**config.mk**
```make
export PLATFORM = sky130hd
export DESIGN_NAME = bceg_div
export DESIGN_NICKNAME = d
export VERILOG_FILES = /design/src/design/bceg_div.sv
export SDC_FILE = /design/constraint.sdc
export NUM_CORES = 2
export LEC_CHECK = 0
export BUFFER_PORTS_ARGS = -buffer_cell sky130_fd_sc_hd__buf_2
export CORE_ASPECT_RATIO = 1.4
export CORE_MARGIN = 8
export CORE_UTILIZATION = 40
export DETAILED_ROUTE_END_ITERATION = 10
export HOLD_SLACK_MARGIN = 0.08
export MAX_ROUTING_LAYER = met4
export PLACE_DENSITY = 0.63
export SKIP_CTS_REPAIR_TIMING = 1
export SKIP_LAST_GASP = 1
export SLEW_MARGIN = 30
export SYNTH_ARGS = -nofsm -noshare
export SYNTH_HDL_FRONTEND = slang
export SYNTH_SLANG_ARGS = --single-unit
```
**constraint.sdc**
```tcl
create_clock -name clock -period 4.59 [get_ports clock]
set_clock_uncertainty 0.2 [all_clocks]
set_input_delay 0.918 -clock clock [delete_from_list [all_inputs] [get_ports clock]]
set_output_delay 0.918 -clock clock [all_outputs]
set_load 0.01 [all_outputs]
```
**src/design/bceg_div.sv**
```systemverilog
module bceg_div #(
   parameter int NUM_W = 33,
   parameter int DEN_W = 18
) (
   input  logic             clock,
   input  logic [NUM_W-1:0] num,
   input  logic [DEN_W-1:0] den,
   output logic [NUM_W-1:0] quo
);

   logic [DEN_W-1:0] rem_ff [NUM_W];
   logic [NUM_W-1:0] num_ff [NUM_W];
   logic [NUM_W-1:0] quo_ff [NUM_W];
   logic [DEN_W-1:0] den_ff [NUM_W];

   for (genvar i = 0; i < NUM_W; i++) begin : g_stage
      logic [DEN_W-1:0] rem_src;
      logic [NUM_W-1:0] num_src;
      logic [NUM_W-1:0] quo_src;
      logic [DEN_W-1:0] den_src;
      logic [DEN_W:0]   trial;
      logic [DEN_W:0]   diff;
      logic             ge;
      logic [DEN_W-1:0] rem_in;
      logic [NUM_W-1:0] quo_in;

      if (i == 0) begin : g_first
         assign rem_src = '0;
         assign num_src = num;
         assign quo_src = '0;
         assign den_src = den;
      end else begin : g_next
         assign rem_src = rem_ff[i-1];
         assign num_src = num_ff[i-1];
         assign quo_src = quo_ff[i-1];
         assign den_src = den_ff[i-1];
      end

      assign trial  = {rem_src, num_src[NUM_W-1]};
      assign diff   = trial - {1'b0, den_src};
      assign ge     = trial >= {1'b0, den_src};
      assign rem_in = ge ? diff[DEN_W-1:0] : trial[DEN_W-1:0];
      assign quo_in = {quo_src[NUM_W-2:0], ge};

      always_ff @(posedge clock) begin
         rem_ff[i] <= rem_in;
         num_ff[i] <= {num_src[NUM_W-2:0], 1'b0};
         quo_ff[i] <= quo_in;
         den_ff[i] <= den_src;
      end
   end

   assign quo = quo_ff[NUM_W-1];

endmodule

```
==> impl_results.md <==
* H-tree level count at 4
* Post-synthesis sequential area ratio at 55.2%
* Post-route ant nets at 0
* Die area at between 200,000 and 250,000 µm²
* Peak VDD IR at around 0.47 mV
* Share of layout cells above drive strength 1 at between 10 and 15%
* Synth top area cells: dfxtp_1 55%, ha_1 8.9%, mux2_2 3.6%, inv_1 3.4%, xnor2_1 2.7%
* Worst setup EP type: register
* Total GRT Usage at between 15 and 20%
* Relative slew slack at between 30% and 40%
* Cell Rows at between 150 and 200
* Yosys top cell area share at between 50% and 60%
* First-pass iteration count of the detailed router at 6
* Minimum clock period at about 3.8 ns
* Initial antenna violation count at 2
* First-pass GRT wire length at 273,000 µm
* Post-synth EDFFs at 0
* Synth Warn # at 0
* Cell variety after synth at 96
* Final Hold Fails at 0
* CTS max path bufs at 4
* Starting Density at 40.1%
* Worst Slack Setup Final at around 0.78 ns
* CTS tree: done
* WP data required at 5.09 ns
* Placement Setup Slack at between 0.8 and 0.9 ns
* Synth Instances at approximately 7,500
* First DRT Iteration DRCs at 2,452
* CP max FO at 3
* Routed wire length at 170,000 µm
* Fraction of registers with async set/reset at 0%
* Crit path arrival time at between 4 and 5 ns
* Max-slew violation count at 0
* Prevailing post-synth register cell: dfxtp_1
* Width of the die at around 400 µm
* Peak Freq at 263 MHz
* Worst hold path type: register to register
* Core area at 203,000 µm²
* Die H at around 550 µm
* Setup violators final at 0
* Via Count at approximately 53,000
* Clock Tree Root: clkbuf_16
* DR DRC count at 0
* Largest net degree at the start of global routing at 33
* CTS Sinks at approximately 2,200
* Critical path class: register to register
* Post-Syn Area per Cell at 10.8 µm²
* GR Overflow Total at 0
* Largest area contributor in the netlist: dfxtp_1
* Static Leak at about 0.042 µW
* NumNets Final at between 8,000 and 9,000
* IO Pins at 85
* #FFs+latches synth at between 2,000 and 2,500
* RSZ-0062 raised after global routing: false
* # fillers at 18,600
* Worst Setup Start Kind: register
* Synth Cell Area at just over 80,000 µm²
* Vias/cell at about 5
* Max-cap check violation count at 0
* DP Wirelength at 128,000 µm
* TritonCTS Buffers at 220
* Final period util at around 83%
* Syn Nets at about 8,200
* WL/cell at roughly 16 µm
* Gpl congestion at a little over 0.9
* Vias in the first global route at roughly 54,000
* Clk Latency, worst-skew pair at around 0.85 ns
* Area Growth Syn to Fin at 14.4%
* Pwr/cell area at just under 700 nW/µm²
* Status: finished, final reports clean
* Setup TNS at 0 ns
* Measured slew at the worst slew-check pin at 0.935 ns
* Buffers on Ports at between 80 and 90
* Fin util at between 40% and 50%
* Clock transition at path regs at approximately 0.070 ns
==> registers in the layout (all words and copies together) (netlist names) <==
name,cells
quo_ff,561
rem_ff,576
den_ff,576
num_ff,528
==> layout by cell type (no fill, tap or decap), drive strengths merged, types with 172 or more instances in the layout <==
cell | Yosys | layout
a21o | 172 | 172
a21oi | 416 | 416
clkbuf | 101 | 289
dfxtp | 2241 | 2241
ha | 578 | 578
inv | 743 | 751
mux2 | 351 | 351
nand2 | 391 | 391
nor2 | 328 | 328
o21ai | 416 | 416
xnor2 | 247 | 247
==> synth_stat cells, types with 12 or more instances <==
master     number
a2111oi_0      20
a211o_1        27
a211oi_1      119
a21boi_0       28
a21o_1        171
a21oi_1       408
a221oi_1       13
a311oi_1       14
a31o_2         13
a31oi_1        45
a41oi_1        12
and2_1         20
and3_1         33
buf_2          13
clkbuf_1      101
dfxtp_1      2241
fa_1           31
ha_1          578
inv_1         738
mux2_1         83
mux2_2        258
mux2i_1        43
nand2_1       390
nand2b_1       46
nand3_1       125
nand3b_1       14
nand4_1        98
nand4b_1       12
nor2_1        328
nor2b_1        50
nor3_1         86
nor4_1         15
o2111ai_1      23
o211ai_1       41
o21a_1         99
o21ai_0       406
o21bai_1       45
o221ai_1       15
o31a_1         24
o31ai_1        72
o41a_1         16
or2_2          15
or3_1          25
xnor2_1       247
xor2_1        160
==> cell type report <==
class                           instances  area [µm²]  area share, %
Sequential cell                      2241       44900           48.2
Timing Repair Buffer                  159        1110           1.19
Clock buffer                          289        6210           6.67
Inverter                              743        2790           3.00
Multi-Input combinational cell       4399       33200           35.7
Antenna cell                            4        10.0         0.0108
Clock inverter                        103        1530           1.64
Tap cell                             2673        3340           3.60
==> cell families (layout without fill, tap and decap cells) <==
family                     after synthesis  in the layout  share of synthesized area (%)
AOI/OAI and AO/OA                     1701           1701                           13.7
xor gates and xnor gates               407            407                           4.38
and+or+nand+nor                       1288           1288                           7.52
muxes                                  394            394                           5.43
adders and majority gates              609            609                           9.65
buffers and inverters                  873           1294                           4.14
DFF                                   2241           2241                           55.2
other                                    0              4                              0
==> worst paths after layout <==
kind | from | to | slack, ns | depth (start not counted)
min | quo_ff[10][51] | quo_ff[11][19] | 0.09 | 0
max | num_ff[0][319] | rem_ff[0][196] | 0.78 | 11
max reg2reg | num_ff[0][319] | rem_ff[0][196] | 0.78 | 11
min reg2reg | quo_ff[10][51] | quo_ff[11][19] | 0.09 | 0
==> critical path: stages, from the launching register on <==
cell and delay [ns]:
dfxtp_1 0.30, inv_1 0.08, ha_1 0.17, inv_1 0.06, fa_1 0.43, a211o_1 0.35, a2111oi_0 0.68, o21bai_1 0.22
a311oi_1 0.59, mux2i_1 0.25, nand2_1 0.06, mux2_1 0.28
==> per-layer routing <==
metal / track usage (%) / up-vias / wire length [µm]
li1: - / 26600 / -
met1: 15.4 / 24700 / 65400
met2: 29.3 / 1021 / 90000
met3: 2.18 / 523 / 5600
met4: 7.98 / 0 / 9340
met5: - / - / 0
==> report_power, final <==
group	total (µW)	switching (µW)	internal, µW	leakage, µW
combinational	19500	10700	8810	0.0190
sequential	24700	1780	22900	0.0187
clock	18900	7460	11400	0.00378
total	63200	20000	43200	0.0415
==> through the flow <==
step	hold slack, ns	area (µm²)	power [µW]	std cells
finish	0.0901	93000	63200	10600
global route	0.0899	93000	67200	10600
CTS	-0.110	92500	63900	10600
detailed placement	0.112	84800	44500	10200
global placement	0.110	84800	44300	10200
floorplan	0.110	81300	39700	7513
No activity file was read; power rests on OpenSTA's default activity.
