[config.mk]
export PLATFORM = sky130hd
export DESIGN_NAME = bceg_scale
export DESIGN_NICKNAME = d
export VERILOG_FILES = /design/src/design/bceg_pkg.sv /design/src/design/bceg_scale.sv
export SDC_FILE = /design/constraint.sdc
export NUM_CORES = 2
export LEC_CHECK = 0
export ABC_AREA = 1
export BUFFER_PORTS_ARGS = -buffer_cell sky130_fd_sc_hd__buf_2
export CORE_MARGIN = 2
export CORE_UTILIZATION = 48
export DETAILED_ROUTE_END_ITERATION = 12
export GPL_ROUTABILITY_DRIVEN = 0
export PLACE_DENSITY = 0.66
export SYNTH_ARGS = -nofsm -noshare
export SYNTH_HDL_FRONTEND = slang
export SYNTH_SLANG_ARGS = --single-unit
[constraint.sdc]
create_clock -name clock -period 6.1 [get_ports clock]
set_clock_uncertainty 0.2 [all_clocks]
set_input_delay 1.22 -clock clock [delete_from_list [all_inputs] [get_ports clock]]
set_output_delay 1.22 -clock clock [all_outputs]
set_load 0.03 [all_outputs]
[src/design/bceg_pkg.sv]
package bceg_pkg;

   localparam int IN_W  = 17;
   localparam int OUT_W = 41;
   localparam int INV_W = 33;
   localparam int EPS_W = 17;
   localparam int INV_LO_W = 17;
   localparam int INV_HI_W = INV_W - INV_LO_W;
   localparam int CMP_W = 64;

   localparam logic [OUT_W-1:0] POS_LIMIT = {1'b0, {(OUT_W-1){1'b1}}};
   localparam logic [OUT_W-1:0] NEG_LIMIT = {1'b1, {(OUT_W-1){1'b0}}};

   localparam logic [INV_W-1:0] INV_COUNT_RESET = {1'b1, {(INV_W-1){1'b0}}};
   localparam logic [EPS_W-1:0] EPSILON_RESET   = EPS_W'(1);

   typedef enum logic [0:0] {
      CSR_INV_COUNT = 1'b0,
      CSR_EPSILON   = 1'b1
   } csr_index_type;

   typedef struct packed {
      logic valid;
      logic inf;
      logic inf_neg;
      logic qb_neg;
      logic a_zero;
      logic b_zero;
   } ctrl_type;

endpackage

[src/design/bceg_scale.sv]
module bceg_scale #(
   parameter int QW = 33
) (
   input  logic                         clock,
   input  logic                         reset,
   input  bceg_pkg::ctrl_type           ctrl,
   input  logic [QW-1:0]                quo_a,
   input  logic [QW-1:0]                quo_b,
   input  logic [bceg_pkg::INV_W-1:0]   inv_count,
   output logic                         out_valid,
   output logic [bceg_pkg::OUT_W-1:0]   out_gradient,
   output logic                         out_saturated
);
   import bceg_pkg::*;

   localparam int SW  = QW + 2;
   localparam int MW  = QW + 1;
   localparam int PW0 = MW + INV_LO_W;
   localparam int PW1 = MW + INV_HI_W;
   localparam int FW  = MW + INV_W;
   localparam int RW  = FW - 32;

   ctrl_type ctrl_ff [5];

   logic signed [SW-1:0] sa_ff, sb_ff, s_ff;
   logic signed [SW-1:0] sa_in, sb_in, s_in;
   logic [QW-1:0]        qa_eff, qb_eff;
   logic [MW-1:0]        m_ff, m_in;
   logic                 neg_ff [3];
   logic [PW0-1:0]       p0_ff, p0_in;
   logic [PW1-1:0]       p1_ff, p1_in;
   logic [FW-1:0]        full;
   logic [RW-1:0]        r_ff;
   logic [CMP_W-1:0]     r_ext;
   logic [CMP_W-1:0]     r_neg;

   logic                 valid_ff, valid_in;
   logic [OUT_W-1:0]     gradient_ff, gradient_in;
   logic                 saturated_ff, saturated_in;

   always_comb begin
      qa_eff = ctrl.a_zero ? '0 : quo_a;
      qb_eff = ctrl.b_zero ? '0 : quo_b;
      sa_in  = -$signed(SW'(qa_eff));
      sb_in  = ctrl.qb_neg ? -$signed(SW'(qb_eff)) : $signed(SW'(qb_eff));
      s_in   = sa_ff + sb_ff;
      m_in   = s_ff[SW-1] ? MW'(-s_ff) : MW'(s_ff);
      p0_in  = PW0'(m_ff) * PW0'(inv_count[INV_LO_W-1:0]);
      p1_in  = PW1'(m_ff) * PW1'(inv_count[INV_W-1:INV_LO_W]);
      full   = FW'(p0_ff) + (FW'(p1_ff) << INV_LO_W);
   end

   always_comb begin
      r_ext        = CMP_W'(r_ff);
      r_neg        = CMP_W'(0) - r_ext;
      valid_in     = ctrl_ff[4].valid;
      saturated_in = 1'b0;
      gradient_in  = '0;
      priority if (ctrl_ff[4].inf) begin
         saturated_in = 1'b1;
         gradient_in  = ctrl_ff[4].inf_neg ? NEG_LIMIT : POS_LIMIT;
      end else if (neg_ff[2]) begin
         if (r_ext > CMP_W'(NEG_LIMIT)) begin
            saturated_in = 1'b1;
            gradient_in  = NEG_LIMIT;
         end else begin
            gradient_in  = r_neg[OUT_W-1:0];
         end
      end else begin
         if (r_ext > CMP_W'(POS_LIMIT)) begin
            saturated_in = 1'b1;
            gradient_in  = POS_LIMIT;
         end else begin
            gradient_in  = r_ext[OUT_W-1:0];
         end
      end
   end

   always_ff @(posedge clock) begin
      if (reset) begin
         for (int i = 0; i < 5; i++) begin
            ctrl_ff[i] <= '0;
         end
         valid_ff <= 1'b0;
      end else begin
         ctrl_ff[0] <= ctrl;
         for (int i = 1; i < 5; i++) begin
            ctrl_ff[i] <= ctrl_ff[i-1];
         end
         valid_ff <= valid_in;
      end
   end

   always_ff @(posedge clock) begin
      sa_ff        <= sa_in;
      sb_ff        <= sb_in;
      s_ff         <= s_in;
      m_ff         <= m_in;
      neg_ff[0]    <= s_ff[SW-1];
      p0_ff        <= p0_in;
      p1_ff        <= p1_in;
      neg_ff[1]    <= neg_ff[0];
      r_ff         <= full[FW-1:32];
      neg_ff[2]    <= neg_ff[1];
      gradient_ff  <= gradient_in;
      saturated_ff <= saturated_in;
   end

   assign out_valid     = valid_ff;
   assign out_gradient  = gradient_ff;
   assign out_saturated = saturated_ff;

endmodule

==> metrics.txt <==
core footprint=111,000 sq um; Hold Fails Final Rpt=0; post-synthesis cell count=7,461; CP max FO=15; Final min period=roughly 6 ns; I/O pin total=150; R2R Path Start=m_ff[1]; max incr delay on CP=0.55 ns; Max Cap Viol=0; average wire per standard cell=roughly 18 microns; antenna violations before repair=4; crit-path most repeated cell=fa_1; Max Root-Sink Buffers=3; crit path launch type=primary input; post-synthesis sequential area ratio=about an eighth; hpwl dp=between 100,000 and 150,000 microns; H-Tree Depth=2; die outline width=338 microns; Seq cells post-synth=315; Worst-Margin Slew=0.887 ns; FF-to-FF End=p1_ff[23]; worst slack, placed=-0.863 ns; post-layout util=between 50% and 60%; Hold Crit Start=neg_ff[0][1]; hold endpoint=neg_ff[0][2]; Clock Latency Late Sink=just under 0.6 ns; Setup Viol. Count Final=0; final net count=9,114; run status=complete, no violations; cts hold-fix bufs=0; total grt overflow=0; first-pass GRT wire length=253,000 microns; RSZ-0062 raised after global routing=yes; hold crit path type=reg -> reg; Num CTS Buffers=37; Area Growth Syn to Fin=17.1%; synthesized net count=8,808; Reg clk slew, reported paths=0.06 ns; Root Buffer=clkbuf_16; Crit path max-delay family=adder cells; Hold Path Depth=0; max-slew violations=0; crit path DAT=6.30 ns; critical path buffer and inverter count=6; clk sinks=315; final setup margin=0.0759 ns; vias in the first global route=47,900; Cell variety after synth=47; Initial Util=48.4%; # rows=122; # fillers=10,300; DRC Markers=0; Slew HR=40.9%; remaining antenna violation count=0; syn_area_per_cell=7.18 sq um; Ys Warns=0; Required @ worst endpoint=roughly 6.4 ns; IO buf count=149; slowest CP cell=fa_1; final hold slack=approximately 0.13 ns; die area=114,000 sq um; final worst path period share=98.8%; FMAX=166 MHz; pin count of the biggest net entering global routing=37; initial DRC count=3,922; DR vias/cell=between 5 and 6; worst-path cell chain=buf_6 > buf_12 > nand2_1 > inv_1 > fa_1 > inv_1 > fa_1 > fa_1 > inv_1 > fa_1 > fa_1 > fa_1 > ha_1 > a21oi_1 > o21ai_2 > inv_1 > nand2_1 > nand2_1 > nand2_1 > a21oi_1 > xnor2_2; DR vias=47,500; layout cells sized above 1=13.8%; Synth Cell Area=53,600 sq um; Tot GR Track Use=28.2%; R2R cell count=21; drt first pass iters=6; CP endpoint kind=register; kind of critical path=in -> reg; WL final=163,000 microns; die span in y=between 300 and 400 microns; Worst R2R Setup Slack=0.15 ns; CTS tree=yes; Post-Route Setup TNS=0 ns
==> worst register-to-register path: cells and delay by family, from the launching register on <==
| family | cells | cell delay [ns] |
|---|---|---|
| AOI/OAI and AO/OA | 3 | 0.74 |
| xor gates and xnor gates | 1 | 0.19 |
| adders and majority gates | 7 | 2.82 |
| buffers and inverters | 5 | 0.81 |
| DFF | 1 | 0.74 |
| and+or+nand+nor | 5 | 0.39 |
==> layout by cell type (no fill, tap or decap), types with 13 or more instances in the layout <==
cell / Yosys / routed
buf_6: 6 / 32
nor2_4: 9 / 53
nor3_1: 54 / 44
o21ai_0: 183 / 134
ha_1: 316 / 266
buf_12: 0 / 75
buf_2: 0 / 129
a31oi_1: 16 / 16
o21bai_1: 20 / 16
fa_2: 0 / 18
nor2_2: 9 / 58
o21ai_1: 7 / 31
nor2_1: 454 / 361
nand4_1: 65 / 65
a21oi_1: 235 / 173
a21oi_2: 0 / 53
ha_4: 0 / 47
clkbuf_16: 0 / 53
nand3_1: 220 / 213
o21ai_2: 4 / 24
xnor2_1: 42 / 41
inv_2: 6 / 37
dfxtp_1: 315 / 315
nand2_2: 10 / 79
buf_4: 5 / 310
nand2_4: 5 / 14
fa_1: 924 / 906
inv_1: 1905 / 1874
nand2_1: 2136 / 2058
xor2_1: 141 / 137
a21o_1: 13 / 13
==> registers in the layout (all words and copies together) (netlist names) <==
name	count
s_ff	35
out_valid	1
ctrl_ff	15
r_ff	35
out_gradient	37
sb_ff	35
sa_ff	35
neg_ff	3
out_saturated	1
p0_ff	34
m_ff	34
p1_ff	50
==> cells by family after synthesis <==
kind of cell    share of synthesized area, %
fa+ha+maj                               41.9
compound gates                          5.08
simple gates                            22.6
flops                                   11.8
buf+inv                                 15.6
xor+xnor                                2.99
==> worst max path at each step <==
stage,cells after the start,slack [ns],start,endpoint
6_report,21,0.08,inv_count[21],p1_ff[23]
5_1_grt,19,-0.08,inv_count[30],p1_ff[23]
4_1_cts,23,0.0006,inv_count[5],p0_ff[22]
3_5_place_dp,22,-0.86,inv_count[18],p1_ff[48]
3_3_place_gp,25,-0.78,inv_count[5],p0_ff[33]
2_1_floorplan,25,-0.10,inv_count[2],p0_ff[43]
==> cell type report <==
| cell class | instances | area [sq um] | area share [%] |
|---|---|---|---|
| Sequential cell | 315 | 6310 | 10.0 |
| Clock buffer | 45 | 1010 | 1.60 |
| Inverter | 1912 | 7180 | 11.4 |
| Clock inverter | 22 | 253 | 0.403 |
| Timing Repair Buffer | 567 | 5300 | 8.44 |
| Tap cell | 1488 | 1860 | 2.97 |
| Antenna cell | 1 | 2.50 | 0.00399 |
| Multi-Input combinational cell | 4934 | 40900 | 65.1 |
==> synth_stat cells (all sizes together) <==
cell / n / area share (%)
a21boi: 7 / 0.098
a21o: 13 / 0.18
a21oi: 235 / 2.2
a31o: 1 / 0.016
a31oi: 16 / 0.19
and2: 2 / 0.023
and3: 2 / 0.023
buf: 12 / 0.20
clkbuf: 288 / 2.0
dfxtp: 315 / 12
fa: 924 / 35
ha: 316 / 7.4
inv: 1912 / 13
nand2: 2151 / 15
nand3: 225 / 2.1
nand3b: 10 / 0.14
nand4: 68 / 0.85
nor2: 472 / 3.5
nor3: 56 / 0.54
nor3b: 2 / 0.028
nor4: 14 / 0.16
o211ai: 3 / 0.042
o21a: 8 / 0.11
o21ai: 194 / 1.8
o21bai: 20 / 0.28
o311ai: 1 / 0.016
o31ai: 6 / 0.093
o41ai: 1 / 0.016
or2: 4 / 0.047
xnor2: 42 / 0.69
xor2: 141 / 2.3
==> repair_timing <==
| action | 4_1_cts | 5_1_grt |
|---|---|---|
| setup endpoints to repair | 59 | 70 |
| gates cloned | 0 | 18 |
| pin swaps | 1 | 125 |
| resized for setup | 20 | 444 |
| buffers inserted | 0 | 15 |
==> metal layers <==
metal | track usage (%) | up-vias | wire length, microns
met3 | 4.61 | 347 | 15000
met4 | 10.8 | 2 | 7270
met2 | 46.1 | 2047 | 74300
li1 | - | 22300 | -
met5 | 0 | - | 13
met1 | 37.5 | 22900 | 66100
==> stage by stage <==
step                      cell area (sq um)  instances
final                                 62800       9284
after global routing                  62800       9284
after CTS                             60800       9252
after detailed placement              59500       9185
after global placement                59500       9185
after floorplan                       54900       7461
Power is not shown: default switching activity piles up to over one toggle a cycle in this logic, so the estimate is an artifact.
